===== src/rtl/gtrav_pkg.sv =====
package gtrav_pkg;

  localparam int VTX_W = 6;
  localparam int CMD_W = 2;
  localparam int ST_W  = 2;
  localparam int CNT_W = 7;

  localparam logic [CMD_W-1:0] CMD_ADD   = 2'd0;
  localparam logic [CMD_W-1:0] CMD_BFS   = 2'd1;
  localparam logic [CMD_W-1:0] CMD_DFS   = 2'd2;
  localparam logic [CMD_W-1:0] CMD_CLEAR = 2'd3;

  localparam logic [ST_W-1:0] ST_VISIT = 2'd0;
  localparam logic [ST_W-1:0] ST_FULL  = 2'd1;
  localparam logic [ST_W-1:0] ST_RANGE = 2'd2;

  localparam logic [CNT_W-1:0] VCOUNT_RESET = 7'd64;

  // Address source for the list head memory
  typedef enum logic [1:0] {
    HD_A,
    HD_B,
    HD_QV,
    HD_LW
  } hd_sel_t;

  // Source of a visited vertex
  typedef enum logic [1:0] {
    EM_A,
    EM_QV,
    EM_LW
  } emit_sel_t;

  typedef struct packed {
    logic      load_item;
    logic      clear_graph;
    logic      hd_rd;
    hd_sel_t   hd_sel;
    logic      link_wr;
    logic      link_from_b;
    logic      run_init;
    logic      bfs_seed;
    logic      deq;
    logic      enq_w;
    logic      mark_w;
    logic      top_rd;
    logic      push_hd;
    logic      pop;
    logic      advance;
    logic      p_from_hd;
    logic      p_from_wl;
    logic      p_from_next;
    logic      lk_rd;
    logic      emit;
    emit_sel_t emit_sel;
    logic      flush;
    logic      err;
    logic      err_full;
  } gtrav_cmd_t;

  typedef struct packed {
    logic [CMD_W-1:0] item_cmd;
    logic             range_err;
    logic             full;
    logic             q_empty;
    logic             sp_zero;
    logic             p_null;
    logic             nb_new;
    logic             q_room;
    logic             s_room;
    logic             emit_ok;
    logic             out_free;
  } gtrav_stat_t;

endpackage


===== src/rtl/gtrav_ctrl.sv =====
module gtrav_ctrl
  import gtrav_pkg::*;
(
  input  logic        clk,
  input  logic        rst,
  input  logic        in_valid,
  output logic        in_ready,
  input  gtrav_stat_t stat,
  output gtrav_cmd_t  ctl
);

  typedef enum logic [4:0] {
    S_IDLE,
    S_DECODE,
    S_ADD_A,
    S_RD_B,
    S_ADD_B,
    S_ERR_RANGE,
    S_ERR_FULL,
    S_B_POP,
    S_B_HEAD,
    S_B_PTR,
    S_B_LINK,
    S_B_NB,
    S_D_PUSH,
    S_D_TOP,
    S_D_LD,
    S_D_CHK,
    S_D_NB,
    S_FLUSH
  } state_t;

  state_t state;
  state_t state_next;

  assign in_ready = (state == S_IDLE);

  always_ff @(posedge clk) begin
    if (rst) begin
      state <= S_IDLE;
    end else begin
      state <= state_next;
    end
  end

  // Commands and next state
  always_comb begin
    ctl        = '0;
    ctl.hd_sel = HD_A;
    ctl.emit_sel = EM_A;
    state_next = state;
    case (state)
      S_IDLE: begin
        if (in_valid) begin
          ctl.load_item = 1'b1;
          state_next = S_DECODE;
        end
      end
      S_DECODE: begin
        if (stat.item_cmd == CMD_CLEAR) begin
          ctl.clear_graph = 1'b1;
          state_next = S_IDLE;
        end else if (stat.range_err) begin
          state_next = S_ERR_RANGE;
        end else if (stat.item_cmd == CMD_ADD) begin
          if (stat.full) begin
            state_next = S_ERR_FULL;
          end else begin
            ctl.hd_rd = 1'b1;
            state_next = S_ADD_A;
          end
        end else if (stat.item_cmd == CMD_BFS) begin
          ctl.run_init = 1'b1;
          ctl.bfs_seed = 1'b1;
          state_next = S_B_POP;
        end else begin
          ctl.run_init = 1'b1;
          ctl.emit = 1'b1;
          ctl.hd_rd = 1'b1;
          state_next = S_D_PUSH;
        end
      end
      S_ADD_A: begin
        ctl.link_wr = 1'b1;
        state_next = S_RD_B;
      end
      S_RD_B: begin
        ctl.hd_rd = 1'b1;
        ctl.hd_sel = HD_B;
        state_next = S_ADD_B;
      end
      S_ADD_B: begin
        ctl.link_wr = 1'b1;
        ctl.link_from_b = 1'b1;
        state_next = S_IDLE;
      end
      S_ERR_RANGE: begin
        if (stat.out_free) begin
          ctl.err = 1'b1;
          state_next = S_IDLE;
        end
      end
      S_ERR_FULL: begin
        if (stat.out_free) begin
          ctl.err = 1'b1;
          ctl.err_full = 1'b1;
          state_next = S_IDLE;
        end
      end
      // Breadth first: dequeue, visit, walk its list
      S_B_POP: begin
        if (stat.q_empty) begin
          state_next = S_FLUSH;
        end else begin
          ctl.deq = 1'b1;
          state_next = S_B_HEAD;
        end
      end
      S_B_HEAD: begin
        if (stat.emit_ok) begin
          ctl.emit = 1'b1;
          ctl.emit_sel = EM_QV;
          ctl.hd_rd = 1'b1;
          ctl.hd_sel = HD_QV;
          state_next = S_B_PTR;
        end
      end
      S_B_PTR: begin
        ctl.p_from_hd = 1'b1;
        state_next = S_B_LINK;
      end
      S_B_LINK: begin
        if (stat.p_null) begin
          state_next = S_B_POP;
        end else begin
          ctl.lk_rd = 1'b1;
          state_next = S_B_NB;
        end
      end
      S_B_NB: begin
        if (stat.nb_new) begin
          ctl.mark_w = 1'b1;
          ctl.enq_w = stat.q_room;
        end
        ctl.p_from_next = 1'b1;
        state_next = S_B_LINK;
      end
      // Depth first: stack of next-link pointers
      S_D_PUSH: begin
        ctl.push_hd = 1'b1;
        state_next = S_D_TOP;
      end
      S_D_TOP: begin
        if (stat.sp_zero) begin
          state_next = S_FLUSH;
        end else begin
          ctl.top_rd = 1'b1;
          state_next = S_D_LD;
        end
      end
      S_D_LD: begin
        ctl.p_from_wl = 1'b1;
        state_next = S_D_CHK;
      end
      S_D_CHK: begin
        if (stat.p_null) begin
          ctl.pop = 1'b1;
          state_next = S_D_TOP;
        end else begin
          ctl.lk_rd = 1'b1;
          state_next = S_D_NB;
        end
      end
      S_D_NB: begin
        if (stat.nb_new && stat.s_room) begin
          if (stat.emit_ok) begin
            ctl.advance = 1'b1;
            ctl.mark_w = 1'b1;
            ctl.emit = 1'b1;
            ctl.emit_sel = EM_LW;
            ctl.hd_rd = 1'b1;
            ctl.hd_sel = HD_LW;
            state_next = S_D_PUSH;
          end
        end else begin
          ctl.advance = 1'b1;
          state_next = S_D_TOP;
        end
      end
      S_FLUSH: begin
        if (stat.out_free) begin
          ctl.flush = 1'b1;
          state_next = S_IDLE;
        end
      end
      default: begin
        state_next = S_IDLE;
      end
    endcase
  end

endmodule


===== config.mk =====
export PLATFORM = sky130hd
export DESIGN_NAME = gtrav_ctrl
export DESIGN_NICKNAME = d
export VERILOG_FILES = /design/src/rtl/gtrav_pkg.sv /design/src/rtl/gtrav_ctrl.sv
export SDC_FILE = /design/constraint.sdc
export NUM_CORES = 1
export LEC_CHECK = 0
export BUFFER_PORTS_ARGS = -buffer_cell sky130_fd_sc_hd__buf_4
export CAP_MARGIN = 20
export CORE_UTILIZATION = 31
export DETAILED_ROUTE_END_ITERATION = 6
export SETUP_SLACK_MARGIN = 0.05
export SLEW_MARGIN = 20
export SYNTH_ARGS = -nofsm -noshare
export SYNTH_HDL_FRONTEND = slang
export SYNTH_SLANG_ARGS = --single-unit
export TNS_END_PERCENT = 50

===== constraint.sdc =====
create_clock -name clk -period 1.8 [get_ports clk]
set_input_delay 0.27 -clock clk [delete_from_list [all_inputs] [get_ports clk]]
set_output_delay 0.27 -clock clk [all_outputs]
set_load 0.02 [all_outputs]

==> impl_metrics.env <==
export IMPL_largest_register_ffs=5
export IMPL_rsz_0062_raised_after_global_routing="true"
export IMPL_cts_htree_levels=1
export IMPL_regMostFlops="state"
export IMPL_run_status="complete, but fails checks"
export IMPL_number_of_top_level_pins=42
export IMPL_routabilityCongestion=0.9248
export IMPL_routedWlPerCell_um=14.54
export IMPL_fmaxAchievable_mhz=550.4
export IMPL_core_area_um2=2477
export IMPL_synth_sequential_area_ratio_pct=12.40
export IMPL_initial_utilization_pct=32.58
export IMPL_report_final_setup_viol=1
export IMPL_most_used_dff_post_synth="sky130_fd_sc_hd__dfxtp_1"
export IMPL_post_route_worst_setup_slack_ns=-0.01689
export IMPL_avgViaCountPerCell=5.438
export IMPL_combined_area_of_all_synthesized_cells_um2=807.0
export IMPL_avgSynthCellArea_um2=6.208
export IMPL_die_area_um2=2811
export IMPL_final_antenna_net_count=0
export IMPL_multiInputGateArea_um2=805.8
export IMPL_rows=18
export IMPL_grt_pass1_vias=1042
export IMPL_synth_edf_count=0
export IMPL_floorplan_die_height_um=53.02
export IMPL_cellPowerDensity_nw_per_um2=722.3
export IMPL_drv_slew=0
export IMPL_layout_area_seq_um2=118.9
export IMPL_dp_hpwl_um=2392
export IMPL_clock_tree_root_cell="sky130_fd_sc_hd__clkbuf_4"
export IMPL_ys_warn_count=0
export IMPL_cts_tree="built"
export IMPL_layout_nets=212
export IMPL_yosys_register_bits=5
export IMPL_grt_util_all_layers_pct=22.55
export IMPL_critical_path_endpoint_type="output port"
export IMPL_clock_latency_ns=0.24
export IMPL_postLayoutCoreUtil_pct=63.89
export IMPL_irDropWorstVdd_uv=510.9
export IMPL_hold_path_class="input pin to flop"
export IMPL_mappedNetlistNets=145
export IMPL_layout_filler_cells=237
export IMPL_crit_arrival_ns=1.55
export IMPL_worst_slew_pin_slew_ns=0.2984
export IMPL_drt_iter0_drc=40
export IMPL_worst_setup_path_type="flop to output port"
export IMPL_detailedRoute_firstPassIterationCount=4
export IMPL_fraction_of_layout_cells_with_a_size_suffix_above_1_pct=56.12
export IMPL_cts_hold_buffers_added=0
export IMPL_total_number_of_vias=1229
export IMPL_synth_lib_cells_used_distinct=42
export IMPL_gate_count_post_synth=130
export IMPL_clkSlewWorstSetupHoldPaths_ns=0.05
export IMPL_hold_violation_count_in_the_final_report=0
export IMPL_worst_setup_path_start_kind="flop"
export IMPL_gr_total_overflow=0
export IMPL_finalCriticalPeriod_ns=1.817
export IMPL_timing_final_crit_share_pct=100.9
export IMPL_hold_worst_slack_ns=0.2255
export IMPL_ys_async_sr_fraction_pct=0
export IMPL_cts_buffers_inserted=3
export IMPL_cts_num_sinks=5
export IMPL_violations="negative setup slack"
export IMPL_die_w_um=53.02
export IMPL_detail_route_drc_violations=0
export IMPL_critPathMaxFanout=6
export IMPL_grt_start_max_net_pins=14
export IMPL_syn_to_final_growth_pct=96.12
export IMPL_number_of_antenna_violations_at_the_first_check_in_global_routing=0
export IMPL_clock_tree_buffer_depth=2
export IMPL_diodes=0
export IMPL_drv_max_cap_violation_count=0
export IMPL_slew_headroom_pct=80.09
export IMPL_worstPathRequired_ns=1.53
export IMPL_finalWirelength_um=3286
export IMPL_port_buffer_count=41
export IMPL_clock_skew_final_ns=0.002106
export IMPL_power_leakage_nw=0.7071
export IMPL_grt_first_pass_wirelength_um=4657
export IMPL_design_power_total_mw=1.143
export IMPL_reg_largest_list="state: 5 flops"
-- worst max-delay path, stage by stage, from the launching register on --
cell and delay [ns]:
sky130_fd_sc_hd__dfxtp_4 0.37, sky130_fd_sc_hd__buf_6 0.12, sky130_fd_sc_hd__buf_6 0.11, sky130_fd_sc_hd__buf_6 0.11, sky130_fd_sc_hd__xnor2_2 0.12, sky130_fd_sc_hd__nor4_1 0.28, sky130_fd_sc_hd__buf_4 0.19
-- logic make-up after synthesis --
logic type	count (synthesis)	synth area share, %
flip-flops	5	12.40
AND/OR/NAND/NOR	76	48.53
multiplexers	2	2.481
buffers and inverters	14	7.597
XOR/XNOR	4	4.342
AO/OA/AOI/OAI	29	24.65
-- cells in the final DEF, fill, tap and decap left out, types with 5 or more instances in the layout --
cell type / Yosys / final
sky130_fd_sc_hd__buf_4: 1 / 58
sky130_fd_sc_hd__a21oi_1: 8 / 7
sky130_fd_sc_hd__nor2_1: 19 / 13
sky130_fd_sc_hd__nand2_1: 16 / 11
sky130_fd_sc_hd__nand2_2: 0 / 5
sky130_fd_sc_hd__dfxtp_4: 0 / 5
sky130_fd_sc_hd__buf_6: 0 / 12
sky130_fd_sc_hd__inv_1: 6 / 6
sky130_fd_sc_hd__nand2b_1: 5 / 5
-- layer usage --
metal | vias up | GRT usage [%] | part of all wire, %
met3 | 4 | 4.023 | 6.3
met4 | 0 | 8.772 | 1.3
met5 | - | 0 | 0
met1 | 575 | 29.71 | 43
met2 | 47 | 35.86 | 50
li1 | 603 | - | -
-- power breakdown --
group	internal [mW]	leakage, nW	switching [mW]	total, mW
clock	0.0806	0.0177	0.0502	0.131
combinational	0.405	0.645	0.424	0.829
sequential	0.135	0.0444	0.0487	0.183
-- path summary, 6_finish.rpt --
kind	startpoint	depth (start not counted)	slack [ns]	end
hold reg to reg	state[0]	2	0.55	state[0]
hold / removal	rst	2	0.23	state[4]
setup / recovery	state[1]	6	-0.02	ctl[20]
setup reg to reg	state[0]	5	0.11	state[1]
-- metrics by stage --
stage	instance area, um^2	setup TNS [ns]	setup WS, ns	std cells
2_1_floorplan	807.0	0	0.05049	130
3_5_place_dp	1271	-0.0001777	-0.0001777	214
3_3_place_gp	1271	0	0.04527	214
5_1_grt	1583	-0.1199	-0.06085	226
4_1_cts	1338	0	0.04393	218
6_report	1583	-0.01689	-0.01689	226
-- final cells by class --
cell class                 instances  share of cell area, %
sequential                         5                  7.510
multi-input combinational        111                  50.91
clock buffer                       3                  1.423
timing repair buffer              70                  36.05
clock inverter                     1                 0.3162
inverter                           6                  1.423
tap                               30                  2.372
-- synthesized netlist by cell type (2+ instances only) --
library cell / number / area [um^2]
sky130_fd_sc_hd__o21ai_0: 5 / 25.02
sky130_fd_sc_hd__nand2b_1: 5 / 31.28
sky130_fd_sc_hd__nand3_1: 4 / 20.02
sky130_fd_sc_hd__clkbuf_1: 3 / 11.26
sky130_fd_sc_hd__mux2i_1: 2 / 20.02
sky130_fd_sc_hd__nor2b_1: 4 / 25.02
sky130_fd_sc_hd__a21oi_1: 8 / 40.04
sky130_fd_sc_hd__nor3_1: 9 / 45.04
sky130_fd_sc_hd__and2_1: 2 / 12.51
sky130_fd_sc_hd__nor2_1: 19 / 71.32
sky130_fd_sc_hd__inv_1: 6 / 22.52
sky130_fd_sc_hd__nand4_1: 2 / 12.51
sky130_fd_sc_hd__a21o_1: 2 / 15.01
sky130_fd_sc_hd__and3_1: 2 / 12.51
sky130_fd_sc_hd__or3_1: 3 / 18.77
sky130_fd_sc_hd__nand2_1: 16 / 60.06
sky130_fd_sc_hd__nor4b_1: 2 / 17.52
sky130_fd_sc_hd__dfxtp_1: 5 / 100.1
sky130_fd_sc_hd__nor4_1: 2 / 12.51
sky130_fd_sc_hd__xnor2_1: 3 / 26.28
sky130_fd_sc_hd__buf_2: 4 / 20.02
sky130_fd_sc_hd__a211oi_1: 2 / 15.01
-- timing repair --
item,in CTS,in global routing
resized for setup,15,50
buffers inserted,0,8
setup endpoints to repair,25,24
gates cloned,0,0
pin swaps,0,9
(Power assumes the default switching activity.)
